### config.mk
export PLATFORM = sky130hd
export DESIGN_NAME = minmax_tone_map
export DESIGN_NICKNAME = d
export VERILOG_FILES = /design/src/rtl/mmtm_pkg.sv /design/src/rtl/mmtm_front.sv /design/src/rtl/mmtm_queue.sv /design/src/rtl/mmtm_back.sv /design/src/rtl/minmax_tone_map.sv
export SDC_FILE = /design/constraint.sdc
export NUM_CORES = 1
export LEC_CHECK = 0
export BUFFER_PORTS_ARGS = -buffer_cell sky130_fd_sc_hd__clkbuf_2
export CAP_MARGIN = 20
export CORE_AREA = 2 2 257 259
export DETAILED_ROUTE_END_ITERATION = 8
export DIE_AREA = 0 0 259 261
export GPL_TIMING_DRIVEN = 1
export PLACE_DENSITY = 0.7
export SYNTH_ARGS = -nofsm -noshare
export SYNTH_HDL_FRONTEND = slang
export SYNTH_SLANG_ARGS = --single-unit
### constraint.sdc
create_clock -name aclk -period 21.4 [get_ports aclk]
set_clock_uncertainty 0.2 [all_clocks]
set_input_delay 4.28 -clock aclk [delete_from_list [all_inputs] [get_ports aclk]]
set_output_delay 4.28 -clock aclk [all_outputs]
set_load 0.05 [all_outputs]
### src/rtl/mmtm_pkg.sv
// Shared constants and types for the min-max tone mapper.
package mmtm_pkg;

    localparam int LANES       = 3;
    localparam int OUT_BITS    = 8;
    localparam int STEP_BITS   = 3;
    localparam int QUEUE_DEPTH = 4;
    localparam int QUEUE_AW    = 2;

    localparam logic [OUT_BITS-1:0]  BYTE_MAX  = 8'd255;
    localparam logic [STEP_BITS-1:0] STEP_LAST = 3'd7;
    localparam logic [STEP_BITS-1:0] STEP_ZERO = 3'd0;

    // Per-pixel control handed from the front end to the back end.
    typedef struct packed {
        logic normalize;
        logic empty_range;
    } map_ctrl_t;

endpackage

### src/rtl/mmtm_front.sv
// Front end: accepts words, tracks the running minimum and maximum, queues map pixels.
module mmtm_front #(
    parameter int SAMPLE_BITS = 16
) (
    input  logic                   aclk,
    input  logic                   aresetn,
    input  logic                   cfg_valid,
    output logic                   cfg_ready,
    input  logic                   cfg_normalize_mode,
    input  logic                   s_valid,
    output logic                   s_ready,
    input  logic                   s_kind,
    input  logic                   s_first_pixel,
    input  logic [SAMPLE_BITS-1:0] s_red_in,
    input  logic [SAMPLE_BITS-1:0] s_green_in,
    input  logic [SAMPLE_BITS-1:0] s_blue_in,
    input  logic                   q_full,
    output logic                   q_push,
    output mmtm_pkg::map_ctrl_t    q_ctrl,
    output logic [SAMPLE_BITS-1:0] q_min,
    output logic [SAMPLE_BITS-1:0] q_span,
    output logic [SAMPLE_BITS-1:0] q_red,
    output logic [SAMPLE_BITS-1:0] q_green,
    output logic [SAMPLE_BITS-1:0] q_blue
);

    logic                   mode_reg;
    logic [SAMPLE_BITS-1:0] min_reg, min_next;
    logic [SAMPLE_BITS-1:0] max_reg, max_next;
    logic [SAMPLE_BITS-1:0] lo_rg, hi_rg, lo, hi;
    logic                   accept;

    assign cfg_ready = 1'b1;
    assign s_ready   = !q_full;
    assign accept    = s_valid && s_ready;
    assign q_push    = accept && s_kind;

    always_comb begin
        lo_rg = (s_green_in < s_red_in) ? s_green_in : s_red_in;
        hi_rg = (s_green_in > s_red_in) ? s_green_in : s_red_in;
        lo    = (s_blue_in < lo_rg) ? s_blue_in : lo_rg;
        hi    = (s_blue_in > hi_rg) ? s_blue_in : hi_rg;
        min_next = min_reg;
        max_next = max_reg;
        if (accept && !s_kind) begin
            if (s_first_pixel) begin
                min_next = lo;
                max_next = hi;
            end else begin
                if (lo < min_reg) min_next = lo;
                if (hi > max_reg) max_next = hi;
            end
        end
    end

    always_ff @(posedge aclk) begin
        if (!aresetn) begin
            mode_reg <= 1'b1;
            min_reg  <= {SAMPLE_BITS{1'b1}};
            max_reg  <= '0;
        end else begin
            if (cfg_valid) mode_reg <= cfg_normalize_mode;
            min_reg <= min_next;
            max_reg <= max_next;
        end
    end

    // The range is snapshotted with each pixel so later gathers cannot disturb it.
    assign q_ctrl.normalize   = mode_reg;
    assign q_ctrl.empty_range = (max_reg <= min_reg);
    assign q_min   = min_reg;
    assign q_span  = max_reg - min_reg;
    assign q_red   = s_red_in;
    assign q_green = s_green_in;
    assign q_blue  = s_blue_in;

endmodule

### src/rtl/mmtm_queue.sv
// Small first-in first-out queue between the front end and the back end.
module mmtm_queue #(
    parameter int WIDTH = 66
) (
    input  logic             aclk,
    input  logic             aresetn,
    input  logic             push,
    input  logic [WIDTH-1:0] push_data,
    output logic             full,
    input  logic             pop,
    output logic             not_empty,
    output logic [WIDTH-1:0] pop_data
);

    logic [WIDTH-1:0]              mem [mmtm_pkg::QUEUE_DEPTH];
    logic [mmtm_pkg::QUEUE_AW-1:0] wr_ptr_reg, rd_ptr_reg;
    logic [mmtm_pkg::QUEUE_AW:0]   count_reg;

    localparam logic [mmtm_pkg::QUEUE_AW:0] DEPTH_CNT =
        (mmtm_pkg::QUEUE_AW+1)'(mmtm_pkg::QUEUE_DEPTH);

    assign full      = (count_reg == DEPTH_CNT);
    assign not_empty = (count_reg != '0);
    assign pop_data  = mem[rd_ptr_reg];

    always_ff @(posedge aclk) begin
        if (push) mem[wr_ptr_reg] <= push_data;
    end

    always_ff @(posedge aclk) begin
        if (!aresetn) begin
            wr_ptr_reg <= '0;
            rd_ptr_reg <= '0;
            count_reg  <= '0;
        end else begin
            if (push) wr_ptr_reg <= wr_ptr_reg + 1'b1;
            if (pop)  rd_ptr_reg <= rd_ptr_reg + 1'b1;
            if (push && !pop)      count_reg <= count_reg + 1'b1;
            else if (pop && !push) count_reg <= count_reg - 1'b1;
        end
    end

endmodule

### src/rtl/mmtm_back.sv
// Back end: per-channel mapping with a shared restoring-division sequencer.
module mmtm_back #(
    parameter int SAMPLE_BITS = 16,
    parameter int FRAC_BITS   = 12
) (
    input  logic                   aclk,
    input  logic                   aresetn,
    input  logic                   in_valid,
    output logic                   in_ready,
    input  mmtm_pkg::map_ctrl_t    in_ctrl,
    input  logic [SAMPLE_BITS-1:0] in_min,
    input  logic [SAMPLE_BITS-1:0] in_span,
    input  logic [SAMPLE_BITS-1:0] in_red,
    input  logic [SAMPLE_BITS-1:0] in_green,
    input  logic [SAMPLE_BITS-1:0] in_blue,
    output logic                   m_valid,
    input  logic                   m_ready,
    output logic [mmtm_pkg::OUT_BITS-1:0] m_red_out,
    output logic [mmtm_pkg::OUT_BITS-1:0] m_green_out,
    output logic [mmtm_pkg::OUT_BITS-1:0] m_blue_out
);

    localparam int WIDE = SAMPLE_BITS + mmtm_pkg::OUT_BITS;

    typedef enum logic [2:0] {
        ST_IDLE   = 3'b001,
        ST_DIVIDE = 3'b010,
        ST_FINISH = 3'b100
    } back_state_t;

    back_state_t state_reg, state_next;
    logic [mmtm_pkg::STEP_BITS-1:0] step_reg;
    logic [SAMPLE_BITS-1:0]         span_reg;
    logic [WIDE-1:0]                rem_reg [mmtm_pkg::LANES];
    logic [mmtm_pkg::OUT_BITS-1:0]  quo_reg [mmtm_pkg::LANES];
    logic                           fix_reg [mmtm_pkg::LANES];
    logic [mmtm_pkg::OUT_BITS-1:0]  out_reg [mmtm_pkg::LANES];
    logic                           out_valid_reg;

    logic [SAMPLE_BITS-1:0]         pix   [mmtm_pkg::LANES];
    logic [WIDE-1:0]                rem_init [mmtm_pkg::LANES];
    logic [mmtm_pkg::OUT_BITS-1:0]  fix_val  [mmtm_pkg::LANES];
    logic                           fix_init [mmtm_pkg::LANES];
    logic [WIDE-1:0]                rem_step [mmtm_pkg::LANES];
    logic [mmtm_pkg::OUT_BITS-1:0]  quo_step [mmtm_pkg::LANES];
    logic [WIDE-1:0]                div_shift;

    logic load, out_free;

    assign pix[0] = in_red;
    assign pix[1] = in_green;
    assign pix[2] = in_blue;

    assign in_ready = (state_reg == ST_IDLE);
    assign load     = in_valid && in_ready;
    assign out_free = !out_valid_reg || m_ready;
    assign div_shift = {{mmtm_pkg::OUT_BITS{1'b0}}, span_reg} << step_reg;

    for (genvar l = 0; l < mmtm_pkg::LANES; l++) begin : g_lane
        logic [SAMPLE_BITS-1:0] diff;
        logic [WIDE-1:0]        pix_x255, diff_x255, clamp_scaled;
        logic                   ge_one;

        if (FRAC_BITS >= SAMPLE_BITS) begin : g_no_one
            assign ge_one = 1'b0;
        end else begin : g_one
            assign ge_one = |pix[l][SAMPLE_BITS-1:FRAC_BITS];
        end

        assign diff         = pix[l] - in_min;
        assign pix_x255     = ({{mmtm_pkg::OUT_BITS{1'b0}}, pix[l]} << mmtm_pkg::OUT_BITS)
                              - {{mmtm_pkg::OUT_BITS{1'b0}}, pix[l]};
        assign diff_x255    = ({{mmtm_pkg::OUT_BITS{1'b0}}, diff} << mmtm_pkg::OUT_BITS)
                              - {{mmtm_pkg::OUT_BITS{1'b0}}, diff};
        assign clamp_scaled = pix_x255 >> FRAC_BITS;
        assign rem_init[l]  = diff_x255;

        always_comb begin
            fix_init[l] = 1'b1;
            fix_val[l]  = '0;
            if (!in_ctrl.normalize) begin
                fix_val[l] = ge_one ? mmtm_pkg::BYTE_MAX
                                    : clamp_scaled[mmtm_pkg::OUT_BITS-1:0];
            end else if (in_ctrl.empty_range || pix[l] <= in_min) begin
                fix_val[l] = '0;
            end else if (diff >= in_span) begin
                // At or above the gathered maximum the quotient saturates.
                fix_val[l] = mmtm_pkg::BYTE_MAX;
            end else begin
                fix_init[l] = 1'b0;
            end
        end

        always_comb begin
            rem_step[l] = rem_reg[l];
            quo_step[l] = quo_reg[l];
            if (!fix_reg[l] && rem_reg[l] >= div_shift) begin
                rem_step[l] = rem_reg[l] - div_shift;
                quo_step[l][step_reg] = 1'b1;
            end
        end

        always_ff @(posedge aclk) begin
            if (load) begin
                rem_reg[l] <= rem_init[l];
                fix_reg[l] <= fix_init[l];
                quo_reg[l] <= fix_val[l];
            end else if (state_reg == ST_DIVIDE) begin
                rem_reg[l] <= rem_step[l];
                quo_reg[l] <= quo_step[l];
            end
            if (state_reg == ST_FINISH && out_free) out_reg[l] <= quo_reg[l];
        end
    end

    always_comb begin
        state_next = state_reg;
        case (state_reg)
            ST_IDLE:   if (in_valid) state_next = ST_DIVIDE;
            ST_DIVIDE: if (step_reg == mmtm_pkg::STEP_ZERO) state_next = ST_FINISH;
            ST_FINISH: if (out_free) state_next = ST_IDLE;
            default:   state_next = ST_IDLE;
        endcase
    end

    always_ff @(posedge aclk) begin
        if (load) begin
            span_reg <= in_span;
            step_reg <= mmtm_pkg::STEP_LAST;
        end else if (state_reg == ST_DIVIDE) begin
            step_reg <= step_reg - 1'b1;
        end
    end

    always_ff @(posedge aclk) begin
        if (!aresetn) begin
            state_reg     <= ST_IDLE;
            out_valid_reg <= 1'b0;
        end else begin
            state_reg <= state_next;
            if (state_reg == ST_FINISH && out_free) out_valid_reg <= 1'b1;
            else if (m_ready)                       out_valid_reg <= 1'b0;
        end
    end

    assign m_valid     = out_valid_reg;
    assign m_red_out   = out_reg[0];
    assign m_green_out = out_reg[1];
    assign m_blue_out  = out_reg[2];

endmodule

### src/rtl/minmax_tone_map.sv
// Top level of the min-max tone mapper: front end, pixel queue and back end.
//
// The block turns unsigned fixed-point RGB radiance (FRAC_BITS fraction bits in a
// SAMPLE_BITS word) into 8-bit RGB. A frame is streamed twice: gather words (kind 0)
// update one running minimum and maximum over all three channels and give no result,
// with first_pixel restarting the range; map words (kind 1) each give one output word.
// Gather words are taken one per clock while the queue is not full. Each map word
// occupies the back end for a load, eight restoring-division steps and a hand-off
// into the output register, which waits while the output is stalled. The back end
// takes no new map word until the last one is handed off, so the shared divide
// sequencer in the back end limits the map rate. A four-word queue between the
// front and back ends carries each map pixel together with the range that was in
// force when it arrived, so gathers keep flowing while the back end works. The
// normalize_mode register resets to 1 and is written through the cfg channel; the
// user must write it only while the block is idle, which the block does not enforce.
module minmax_tone_map #(
    parameter int SAMPLE_BITS = 16,
    parameter int FRAC_BITS   = 12
) (
    input  logic                   aclk,
    input  logic                   aresetn,
    input  logic                   cfg_valid,
    output logic                   cfg_ready,
    input  logic                   cfg_normalize_mode,
    input  logic                   s_valid,
    output logic                   s_ready,
    input  logic                   s_kind,
    input  logic                   s_first_pixel,
    input  logic [SAMPLE_BITS-1:0] s_red_in,
    input  logic [SAMPLE_BITS-1:0] s_green_in,
    input  logic [SAMPLE_BITS-1:0] s_blue_in,
    output logic                   m_valid,
    input  logic                   m_ready,
    output logic [mmtm_pkg::OUT_BITS-1:0] m_red_out,
    output logic [mmtm_pkg::OUT_BITS-1:0] m_green_out,
    output logic [mmtm_pkg::OUT_BITS-1:0] m_blue_out
);

    localparam int CTRL_BITS = $bits(mmtm_pkg::map_ctrl_t);
    localparam int Q_WIDTH   = CTRL_BITS + 5 * SAMPLE_BITS;

    // Front-end outputs toward the queue.
    logic                   q_full, q_push;
    mmtm_pkg::map_ctrl_t    f_ctrl;
    logic [SAMPLE_BITS-1:0] f_min, f_span, f_red, f_green, f_blue;

    // Queue outputs toward the back end.
    logic                   q_not_empty, q_pop;
    logic [Q_WIDTH-1:0]     q_in, q_out;
    mmtm_pkg::map_ctrl_t    b_ctrl;
    logic [SAMPLE_BITS-1:0] b_min, b_span, b_red, b_green, b_blue;
    logic                   b_ready;

    mmtm_front #(
        .SAMPLE_BITS (SAMPLE_BITS)
    ) u_front (
        .aclk               (aclk),
        .aresetn            (aresetn),
        .cfg_valid          (cfg_valid),
        .cfg_ready          (cfg_ready),
        .cfg_normalize_mode (cfg_normalize_mode),
        .s_valid            (s_valid),
        .s_ready            (s_ready),
        .s_kind             (s_kind),
        .s_first_pixel      (s_first_pixel),
        .s_red_in           (s_red_in),
        .s_green_in         (s_green_in),
        .s_blue_in          (s_blue_in),
        .q_full             (q_full),
        .q_push             (q_push),
        .q_ctrl             (f_ctrl),
        .q_min              (f_min),
        .q_span             (f_span),
        .q_red              (f_red),
        .q_green            (f_green),
        .q_blue             (f_blue)
    );

    // Each queue entry holds the pixel plus the range snapshot taken at acceptance.
    assign q_in = {f_ctrl, f_min, f_span, f_red, f_green, f_blue};

    mmtm_queue #(
        .WIDTH (Q_WIDTH)
    ) u_queue (
        .aclk      (aclk),
        .aresetn   (aresetn),
        .push      (q_push),
        .push_data (q_in),
        .full      (q_full),
        .pop       (q_pop),
        .not_empty (q_not_empty),
        .pop_data  (q_out)
    );

    assign {b_ctrl, b_min, b_span, b_red, b_green, b_blue} = q_out;
    assign q_pop = q_not_empty && b_ready;

    mmtm_back #(
        .SAMPLE_BITS (SAMPLE_BITS),
        .FRAC_BITS   (FRAC_BITS)
    ) u_back (
        .aclk        (aclk),
        .aresetn     (aresetn),
        .in_valid    (q_not_empty),
        .in_ready    (b_ready),
        .in_ctrl     (b_ctrl),
        .in_min      (b_min),
        .in_span     (b_span),
        .in_red      (b_red),
        .in_green    (b_green),
        .in_blue     (b_blue),
        .m_valid     (m_valid),
        .m_ready     (m_ready),
        .m_red_out   (m_red_out),
        .m_green_out (m_green_out),
        .m_blue_out  (m_blue_out)
    );

endmodule

-- After elaboration in Yosys (flattened, before gate mapping)
Memories as Yosys holds them, arrays and structs flattened. A register that Yosys moved wholly into a read port is not among the register bits.
Cells that the tools add are included.
- add/subtract/negate cells: 18
- $lt $le $gt $ge: 18
- equality and inequality tests: 7
- shifts and indexed selects: 1
- muxes and demuxes: 62
- bitwise logic cells: 9
- reduce and logical (&&, ||, !) cells: 35
- operator list (operator ; number):
    two-way mux 24 bit ; 6
    two-way mux 8 bit ; 18
    two-way mux 16 bit ; 8
    greater-or-equal comparator 24 bit ; 3
    subtractor 24 x 16 -> 24 bit ; 3
    subtractor 24 bit ; 3
    less-or-equal comparator 16 bit ; 4
    subtractor 16 bit ; 4
    subtractor 20 x 16 -> 20 bit ; 3
    greater-or-equal comparator 16 bit ; 3
    greater-than comparator 16 bit ; 3
    < comparator 16 bit ; 3
    bitwise OR 8 bit ; 3
    left shift 16 x 3 -> 24 bit ; 1
    two-way mux 1 bit ; 21
    two-way mux 3 bit ; 5
    OR reduction 4 bit ; 3
    logical AND 1 bit ; 11
    one-hot mux 3 bit (3 select lines) ; 1
    logical NOT 1 bit ; 8
    nonzero test 2 bit ; 4
    equality test 3 bit, second input constant ; 2
    bitwise OR 1 bit ; 6
    subtractor 3 x 1 -> 3 bit, second input constant ; 2
    15 further kinds ; 22
- register bits: 63
- memory bits (writable): 451
- input bits: 56
- output and inout port bits: 27
- logic and storage cells: 165
- memories: 5
- memory list (name ; words ; width ; read ports ; clocked after Yosys merged registers in ; write ports ; RTL line ; source):
    u_queue.mem ; 4 ; 82 ; 1 ; 1 ; 1 ; mmtm_queue.sv:15 ; logic [WIDTH-1:0] mem [mmtm_pkg::QUEUE_DEPTH];
    u_back.rem_reg ; 3 ; 24 ; 3 ; 0 ; 3 ; mmtm_back.sv:34 ; logic [WIDE-1:0] rem_reg [mmtm_pkg::LANES];
    u_back.out_reg ; 3 ; 8 ; 3 ; 0 ; 3 ; mmtm_back.sv:37 ; logic [mmtm_pkg::OUT_BITS-1:0] out_reg [mmtm_pkg::LANES];
    u_back.quo_reg ; 3 ; 8 ; 3 ; 0 ; 3 ; mmtm_back.sv:35 ; logic [mmtm_pkg::OUT_BITS-1:0] quo_reg [mmtm_pkg::LANES];
    u_back.fix_reg ; 3 ; 1 ; 3 ; 0 ; 3 ; mmtm_back.sv:36 ; logic fix_reg [mmtm_pkg::LANES];

-- Depth between registers and ports, before layout
Gate-level depths: netlist (run 1).
- depth in word-level cells: 8
- mapped depth: 35
- gate-level depth less buffers: 31

-- By module
From an unflattened synthesis (run 1), not the netlist that was laid out.
- cells, all modules: 2937
- area total of the unflattened synthesis: 33507.1 µm²
- by module, submodules not included (module ; instances ; cells each ; area an instance (µm²) ; sequential area each (µm²)):
    mmtm_back ; 1 ; 1856 ; 16061.7 ; 4314.1
    mmtm_queue ; 1 ; 471 ; 12361.9 ; 10029.6
    mmtm_front ; 1 ; 609 ; 5077.4 ; 660.6
    minmax_tone_map ; 1 ; 1 ; 6.3 ; 0.0

-- Worst setup path before layout (run 1)
Ideal clock, no wire load.
- kind: input to register
- from: input s_red_in[1]
- to: register u_front.max_reg[10]
- setup time: 60 ps
- arrival time: 10966 ps
- data required time: 21140 ps
- path slack: 10175 ps
- cell stages on the path: 35
- path buffers: 5
- cell sequence: inv_1 > ha_1 > nor2b_1 > o211ai_1 > a2111oi_0 > nor3_1 > buf_1 > nor2_1 > clkbuf_1 > mux2i_1 > ha_1 > a21o_1 > a21oi_1 > nor2b_1 > o21ai_0 > nand2b_1 > a21oi_1 > o21ai_0 > o21ai_1 > buf_2 > mux2i_1 > ha_1 > a21o_1 > a21oi_1 > nor2b_1 > o21ai_0 > nand2b_1 > a21oi_1 > nor2_1 > a2111oi_0 > a21oi_1 > nor2b_1 > clkbuf_1 > clkbuf_1 > a22o_1
- word-level cells in the longest chain between the ends: 7
- elaborated cells on any way between the ends: 9
- classes of those cells: order compare: 3; mux: 4; reduce/logical: 2
- RTL lines (element ; RTL line ; source):
    from (decl) ; minmax_tone_map.sv:29 ; input logic [SAMPLE_BITS-1:0] s_red_in,
    greater-than comparator 16 bit ; mmtm_front.sv:40 ; hi_rg = (s_green_in > s_red_in) ? s_green_in : s_red_in;
    two-way mux 16 bit * ; mmtm_front.sv:40 ;
    greater-than comparator 16 bit ; mmtm_front.sv:42 ; hi = (s_blue_in > hi_rg) ? s_blue_in : hi_rg;
    two-way mux 16 bit * ; mmtm_front.sv:42 ;
    net u_front.hi[9] ; mmtm_front.sv:30 ; logic [SAMPLE_BITS-1:0] lo_rg, hi_rg, lo, hi;
    greater-than comparator 16 bit * ; mmtm_front.sv:51 ; if (hi > max_reg) max_next = hi;
    nonzero test 2 bit (no source line) * ; -- ;
    AND reduction 2 bit (no source line) * ; -- ;
    to (signal assigned) ; mmtm_front.sv:64 ; max_reg <= max_next;
    to (decl) ; mmtm_front.sv:29 ; logic [SAMPLE_BITS-1:0] max_reg, max_next;
The timed path passes the listed nets; every way through them passes the cells marked *. The select of a mux whose other input is x is not followed.
A chain may end at the register's enable or synchronous reset.

-- Worst setup path in the final report (run 1)
- from: input s_red_in[11]
- to: register u_front.max_reg[5]
Same word-level chain as after synthesis.

==> results of run 1 <==
-- cell type report --
cell class / instances / area (um2)
clock inverter: 34 / 335
multi-input combinational: 1984 / 16200
tap: 864 / 1080
timing repair buffer: 106 / 613
clock buffer: 68 / 1460
inverter: 217 / 815
fill: 5430 / 29600
sequential: 516 / 15000
-- cell usage in the layout, fill, tap and decap left out, drive strengths merged, types with 10 or more instances in the layout --
cell    count
edfxtp    467
ha        317
inv       220
a21oi     192
nor2      151
clkbuf    150
nand2     145
o21ai     130
xnor2     117
mux4       86
mux2i      74
a21o       73
nand3      56
xor2       55
nor3       53
dfxtp      49
nand4      47
o21a       46
nor2b      44
nand2b     32
a211oi     29
or3        26
o211ai     25
buf        24
clkinv     22
and2       21
nor4       19
o21bai     17
a31oi      16
o31ai      16
o221a      15
a22o       15
and3       14
or4        11
or2        10
-- synthesized netlist by cell type, types with 17 or more instances --
cell	instances
sky130_fd_sc_hd__edfxtp_1	467
sky130_fd_sc_hd__ha_1	317
sky130_fd_sc_hd__inv_1	215
sky130_fd_sc_hd__a21oi_1	191
sky130_fd_sc_hd__nor2_1	151
sky130_fd_sc_hd__nand2_1	145
sky130_fd_sc_hd__o21ai_0	123
sky130_fd_sc_hd__xnor2_1	117
sky130_fd_sc_hd__mux4_2	86
sky130_fd_sc_hd__mux2i_1	74
sky130_fd_sc_hd__a21o_1	71
sky130_fd_sc_hd__nand3_1	56
sky130_fd_sc_hd__xor2_1	55
sky130_fd_sc_hd__nor3_1	52
sky130_fd_sc_hd__dfxtp_1	49
sky130_fd_sc_hd__nand4_1	47
sky130_fd_sc_hd__o21a_1	46
sky130_fd_sc_hd__clkbuf_1	44
sky130_fd_sc_hd__nor2b_1	44
sky130_fd_sc_hd__nand2b_1	32
sky130_fd_sc_hd__a211oi_1	28
sky130_fd_sc_hd__o211ai_1	25
sky130_fd_sc_hd__or3_1	25
sky130_fd_sc_hd__and2_1	21
sky130_fd_sc_hd__nor4_1	19
sky130_fd_sc_hd__o21bai_1	17
-- kinds of logic (layout without fill, tap and decap cells) --
kind of cell	after synthesis	in the layout	share of synthesized area [%]
AND/OR/NAND/NOR	658	658	10.3
AO/OA/AOI/OAI	663	663	13.6
XOR/XNOR	172	172	4.67
adder cells (fa/ha/maj)	325	325	12.8
buffers and inverters	290	425	3.63
flip-flops	516	516	46.5
multiplexers	165	165	8.48
other	1	1	0.0116
-- through the flow --
| step | cells | area [um2] | hold WS, ns | utilization, % |
|---|---|---|---|---|
| global route | 3789 | 35500 | 0.282 | 54.5 |
| floorplan | 2790 | 32300 | 0.227 | - |
| CTS | 3786 | 35400 | 0.262 | 54.5 |
| detailed placement | 3684 | 33600 | 0.251 | 51.7 |
| finish | 3789 | 35500 | 0.264 | 54.5 |
| global placement | 3684 | 33600 | 0.245 | 51.7 |
-- final timing paths --
kind                                            from                    to  slack, ns
worst max register to register                  flop  u_back.quo_reg[2][4]      13.84
worst max-delay path                    s_red_in[11]    u_front.max_reg[5]      10.00
worst min register to register  u_back.quo_reg[0][1]  u_back.out_reg[0][1]       0.26
worst min-delay path            u_back.quo_reg[0][1]  u_back.out_reg[0][1]       0.26
-- per-layer routing --
metal | up-vias | GRT usage [%] | wire length [um]
li1 | 10806 | - | -
met1 | 11261 | 34.6 | 37100
met2 | 961 | 43.2 | 42200
met3 | 215 | 3.33 | 5720
met4 | 0 | 11.9 | 4280
met5 | - | 0 | 0
==> impl_summary.log, run 1 <==
[metrics] cell occurring most often along the worst timing path: sky130_fd_sc_hd__o21a_1
[metrics] post-route minimum period: 11.40 ns
[metrics] Total Nets Final: 3261
[metrics] vias per std cell: 6.13
[metrics] count of warnings emitted by yosys: 0
[metrics] syn avg cell area: 11.6 um2
[metrics] vias: 23243
[metrics] main area contributors after synthesis: sky130_fd_sc_hd__edfxtp_1, sky130_fd_sc_hd__ha_1, sky130_fd_sc_hd__mux4_2
[metrics] clock input transition at the sequential cells of the worst setup and hold paths: 0.06 ns
[metrics] clock network latency to the later pin of the worst-skew pair: 0.63 ns
[metrics] final estimated routing congestion in global placement: 0.985
[metrics] CP Class: in2reg
[metrics] Area growth syn-to-layout: 9.96%
[metrics] starting density of the core: 49.6%
[metrics] antenna violations before repair: 1
[metrics] Root Buffer: sky130_fd_sc_hd__clkbuf_16
[metrics] gate count after technology mapping: 2790
[metrics] slew margin rel.: 26.9%
[metrics] status: complete, no violations
[metrics] clock tree from TritonCTS: built
[metrics] number of enable flip-flop cells after synthesis: 467
[metrics] fraction of registers with async set/reset: 0%
[metrics] category of the worst setup path launch point: primary input
[metrics] fraction of layout instances using a drive strength above 1: 11.8%
[metrics] DP Wirelength: 67.8 mm
[metrics] antenna violation net count after detailed routing: 0
[metrics] number of standard-cell rows in the floorplan: 94
[metrics] r2r worst-path depth: 20
[metrics] period utilisation layout: 53.3%
[metrics] number of CTS-inserted buffers: 55
[metrics] worst setup slack before clock tree synthesis: 9.22 ns
[metrics] number of synthesized register bits: 516
[metrics] critical path capture point type: flop
[metrics] remaining global-route overflow: 0
[metrics] arrival time of the worst setup path: 11.76 ns
[metrics] Iteration-0 DRC Markers: 2607
[metrics] overall track demand over capacity in global routing: 26.2%
[metrics] hold violation total from the final report: 0
[metrics] final-report setup violation count: 0
[metrics] ports placed on the boundary: 83
[metrics] Largest register FFs: 328
[metrics] cell with the largest stage delay on the worst path: sky130_fd_sc_hd__o21ai_2
[metrics] critical path depth: 33
[metrics] portion of synthesized cell area occupied by the leading cell type: 43.5%
[metrics] Cell variety after synth: 92
[metrics] per-cell routed wire length: 23.6 um
[metrics] 1st-pass router iterations: 6
[metrics] total buffers and inverters traversed by the critical path: 5
[metrics] die extent in x: 259 um
[metrics] Ant. Diodes: 0
[metrics] number of remaining DRC errors: 0
[metrics] die area: 67600 um2
[metrics] transition at the pin with the smallest max-transition slack: 1.08 ns
[metrics] critical-path maximum fanout: 19
[metrics] core area: 65000 um2
[metrics] final number of max-transition violations: 0
[metrics] portion of the post-synthesis area used by sequential elements: 46.5%
[metrics] number of instances on the worst hold path: 0
[metrics] biggest area consumer among synthesized cells: sky130_fd_sc_hd__edfxtp_1
[metrics] maximum number of pins on one net before global-route repair: 67
[metrics] required time worst endpoint: 21.76 ns
[metrics] Total Negative Setup Slacks: 0 ns
[metrics] clk buf depth: 3
[metrics] Resize count post-CTS: 0
[metrics] total wire length after detailed routing: 89.3 mm
[metrics] count of H-tree levels built during CTS: 2
[metrics] cell type group with the largest total delay on the critical path: compound AO/OA/AOI/OAI gates
[metrics] type of the tightest min-delay check: reg2reg
[metrics] Post-CTS Setup Repair Bufs: 0
[metrics] via count of the first global-routing pass: 22459
[metrics] max cap viols: 0
[metrics] count of clock tree sinks: 516
[metrics] die span in y: 261 um
[metrics] Fmax: 0.0877 GHz
[metrics] RSZ-0062 raised after global routing: false
[metrics] syn nets: 3171
[metrics] number of I/O port buffers: 81
[metrics] netlist area before placement: 32300 um2
[metrics] final setup slack of the worst path: 10.00 ns
[metrics] CP max stage delay: 0.79 ns
[metrics] hold_buf cts: 0
[metrics] Primary FF master, synth: sky130_fd_sc_hd__edfxtp_1
[metrics] global-route wire length before repair: 135 mm
Power of run 1 is left out: the tool's default activity adds up to more than one toggle a clock period on the data nets, which glitch-free logic cannot reach.
==> run 2, diff against run 1 <==
- ABC_AREA: not set -> 1
- CORE_AREA: 2 2 257 259 -> 2 2 258 260
- DIE_AREA: 0 0 259 261 -> 0 0 260 262
- clock period: 21.4 -> 11.21 ns (I/O delays scaled with it)
==> impl_summary.log, run 2 <==
[metrics] Iteration-0 DRC Markers: 2766 (was 2607)
[metrics] global-route wire length before repair: 136 mm (was 135 mm)
[metrics] syn avg cell area: 9.01 um2 (was 11.6 um2)
[metrics] Total Negative Setup Slacks: 0 ns (unchanged)
[metrics] final-report setup violation count: 0 (unchanged)
[metrics] reg2reg setup slack: 4.11 ns (was 13.84 ns)
[metrics] starting density of the core: 49.8% (was 49.6%)
[metrics] Setup crit start: s_red_in[11] (unchanged)
[metrics] count of clock tree sinks: 516 (unchanged)
[metrics] clock network latency to the later pin of the worst-skew pair: 0.64 ns (was 0.63 ns)
[metrics] DP Wirelength: 67.2 mm (was 67.8 mm)
[metrics] biggest area consumer among synthesized cells: sky130_fd_sc_hd__edfxtp_1 (unchanged)
[metrics] cell occurring most often along the worst timing path: sky130_fd_sc_hd__nand2_1 (was sky130_fd_sc_hd__o21a_1)
[metrics] number of enable flip-flop cells after synthesis: 467 (unchanged)
[metrics] cell count after placement: 4472 (was 3684)
[metrics] Total Nets Final: 4046 (was 3261)
[metrics] post-route minimum period: 8.11 ns
[metrics] CP Class: in2reg (unchanged)
[metrics] syn nets: 3985 (was 3171)
[metrics] clock tree from TritonCTS: built (unchanged)
[metrics] Cell variety after synth: 66 (was 92)
[metrics] final estimated routing congestion in global placement: 0.929 (was 0.985)
[metrics] number of CTS-inserted buffers: 54 (was 55)
[metrics] Final Core Density: 54.6% (was 54.5%)
[metrics] most common cell after layout, fill and taps aside: sky130_fd_sc_hd__nand2_1 (was sky130_fd_sc_hd__edfxtp_1)
[metrics] hold path start: u_back.quo_reg[0][2] (was u_back.quo_reg[0][1])
[metrics] count of H-tree levels built during CTS: 2 (unchanged)
[metrics] maximum number of pins on one net before global-route repair: 81 (was 67)
[metrics] Primary FF master, synth: sky130_fd_sc_hd__edfxtp_1 (unchanged)
[metrics] Largest register FFs: 328 (unchanged)
[metrics] category of the worst setup path launch point: primary input (unchanged)
[metrics] ports placed on the boundary: 83 (unchanged)
[metrics] commonest non-fill, non-tap cells in the layout: sky130_fd_sc_hd__nand2_1, sky130_fd_sc_hd__edfxtp_1, sky130_fd_sc_hd__inv_1 (was sky130_fd_sc_hd__edfxtp_1, sky130_fd_sc_hd__ha_1, sky130_fd_sc_hd__inv_1)
[metrics] core area: 65300 um2 (was 65000 um2)
[metrics] remaining global-route overflow: 0 (unchanged)
[metrics] per-cell routed wire length: 19.7 um (was 23.6 um)
[metrics] die area: 68100 um2 (was 67600 um2)
[metrics] overall track demand over capacity in global routing: 26.0% (was 26.2%)
[metrics] max cap viols: 0 (unchanged)
[metrics] cell with the largest stage delay on the worst path: sky130_fd_sc_hd__nand2_1 (was sky130_fd_sc_hd__o21ai_2)
[metrics] fraction of registers with async set/reset: 0% (unchanged)
[metrics] gate count after technology mapping: 3604 (was 2790)
[metrics] number of standard-cell rows in the floorplan: 94 (unchanged)
[metrics] final cell count without fillers: 4573 (was 3789)
[metrics] fraction of layout instances using a drive strength above 1: 7.45% (was 11.8%)
[metrics] main area contributors after synthesis: sky130_fd_sc_hd__edfxtp_1, sky130_fd_sc_hd__ha_1, sky130_fd_sc_hd__nand2_1 (was sky130_fd_sc_hd__edfxtp_1, sky130_fd_sc_hd__ha_1, sky130_fd_sc_hd__mux4_2)
[metrics] portion of the post-synthesis area used by sequential elements: 46.2% (was 46.5%)
[metrics] Fmax: 0.123 GHz
[metrics] transition at the pin with the smallest max-transition slack: 1.21 ns (was 1.08 ns)
[metrics] clk buf depth: 3 (unchanged)
[metrics] CP max stage delay: 0.66 ns (was 0.79 ns)
[metrics] slew margin rel.: 18.5% (was 26.9%)
[metrics] most repeated cell in the gate-level netlist after synthesis: sky130_fd_sc_hd__nand2_1 (was sky130_fd_sc_hd__edfxtp_1)
[metrics] final number of max-transition violations: 0 (unchanged)
[metrics] antenna violations before repair: 1 (unchanged)
[metrics] worst reg2reg path endpoint: u_back.rem_reg[2][22] (was u_back.quo_reg[2][4])
[metrics] type of the tightest min-delay check: reg2reg (unchanged)
[metrics] Resize count post-CTS: 0 (unchanged)
[metrics] WHS: 0.248 ns (was 0.264 ns)
[metrics] die span in y: 262 um (was 261 um)
[metrics] number of I/O port buffers: 81 (unchanged)
[metrics] critical-path maximum fanout: 32 (was 19)
[metrics] number of remaining DRC errors: 0 (unchanged)
[metrics] critical path capture point type: flop (unchanged)
[metrics] Area growth syn-to-layout: 9.67% (was 9.96%)
[metrics] number of synthesized register bits: 516 (unchanged)
[metrics] vias: 26053 (was 23243)
[metrics] RSZ-0062 raised after global routing: false (unchanged)
[metrics] hold violation total from the final report: 0 (unchanged)
[metrics] 1st-pass router iterations: 6 (unchanged)
[metrics] Root Buffer: sky130_fd_sc_hd__clkbuf_16 (unchanged)
[metrics] r2r worst-path depth: 27 (was 20)
[metrics] portion of synthesized cell area occupied by the leading cell type: 43.2% (was 43.5%)
[metrics] hold_buf cts: 0 (unchanged)
[metrics] required time worst endpoint: 11.54 ns (was 21.76 ns)
[metrics] period utilisation layout: 72.4%
[metrics] total wire length after detailed routing: 90.0 mm (was 89.3 mm)
[metrics] status: complete, no violations (unchanged)
[metrics] via count of the first global-routing pass: 23903 (was 22459)
[metrics] antenna violation net count after detailed routing: 0 (unchanged)
[metrics] netlist area before placement: 32500 um2 (was 32300 um2)
[metrics] clock input transition at the sequential cells of the worst setup and hold paths: 0.06 ns (about the same)
[metrics] arrival time of the worst setup path: 8.45 ns (was 11.76 ns)
[metrics] Critical path destination: u_front.max_reg[0] (was u_front.max_reg[5])
[metrics] Post-CTS Setup Repair Bufs: 0 (unchanged)
[metrics] die extent in x: 260 um (was 259 um)
[metrics] Commonest cells post-synth: sky130_fd_sc_hd__nand2_1, sky130_fd_sc_hd__edfxtp_1, sky130_fd_sc_hd__inv_1, sky130_fd_sc_hd__a21oi_1, sky130_fd_sc_hd__ha_1 (was sky130_fd_sc_hd__edfxtp_1, sky130_fd_sc_hd__ha_1, sky130_fd_sc_hd__inv_1, sky130_fd_sc_hd__a21oi_1, sky130_fd_sc_hd__nor2_1)
[metrics] count of warnings emitted by yosys: 0 (unchanged)
[metrics] vias per std cell: 5.70 (was 6.13)
## run 2: cell count changes in the layout (fill, tap and decap cells not counted), moves of 70 or more
| cell | delta |
|---|---|
| sky130_fd_sc_hd__nand3_1 | +86 |
| sky130_fd_sc_hd__inv_1 | +191 |
| sky130_fd_sc_hd__nand2_1 | +572 |
| sky130_fd_sc_hd__o21ai_0 | +134 |
| sky130_fd_sc_hd__a21oi_1 | +212 |
| sky130_fd_sc_hd__mux4_2 | -86 |
| sky130_fd_sc_hd__mux2i_1 | -70 |
| sky130_fd_sc_hd__xnor2_1 | -89 |
## run 2: worst min-delay path by stage
stage	to	cells after the start
2_1_floorplan	u_back.out_reg[0][0]	0
3_3_place_gp	u_back.out_reg[0][3]	0
3_5_place_dp	u_back.out_reg[0][2]	0
4_1_cts	u_back.out_reg[0][2]	0
5_1_grt	u_back.out_reg[0][0]	0
6_report	u_back.out_reg[0][2]	0
## run 2: final cells by class
class                      count  area (um2)
clock buffer                  60        1370
timing repair buffer         114         651
clock inverter                37         457
fill                        5832       29700
inverter                     420        1580
sequential                   516       15000
antenna                        3        7.51
multi-input combinational   2559       15500
tap                          864        1080
## run 2: kinds of logic (layout without fill, tap and decap cells)
logic type / count (synthesis) / in the layout / share of synthesized area (%)
buf+inv: 529 / 631 / 6.38
compound gates: 911 / 911 / 16.2
other cells: 1 / 4 / 0.0115
flops: 516 / 516 / 46.2
fa+ha+maj: 325 / 325 / 12.7
simple gates: 1217 / 1217 / 15.6
mux: 4 / 4 / 0.123
xor+xnor: 101 / 101 / 2.75
## run 2: stage by stage
stage	setup WS, ns	instance area [um2]
final	3.10	35600
after global routing	2.39	35600
after CTS	3.22	35600
after detailed placement	2.58	33800
after global placement	2.71	33800
after floorplan	4.35	32500
## run 2: per-layer routing
layer / vias to the layer above / GRT usage (%) / wire, um
met5: - / 0 / 0
met1: 12105 / 35.0 / 38200
met3: 195 / 3.42 / 6320
met2: 970 / 42.4 / 41400
met4: 0 / 11.1 / 4140
li1: 12783 / - / -
## run 2: critical path: cells and delay by family
kind,cells,cell delay [ns]
AO/OA/AOI/OAI,10,2.04
buffers and inverters,6,0.67
adder cells (fa/ha/maj),3,0.89
AND/OR/NAND/NOR,12,2.59
Power of run 2 is left out for the same reason.
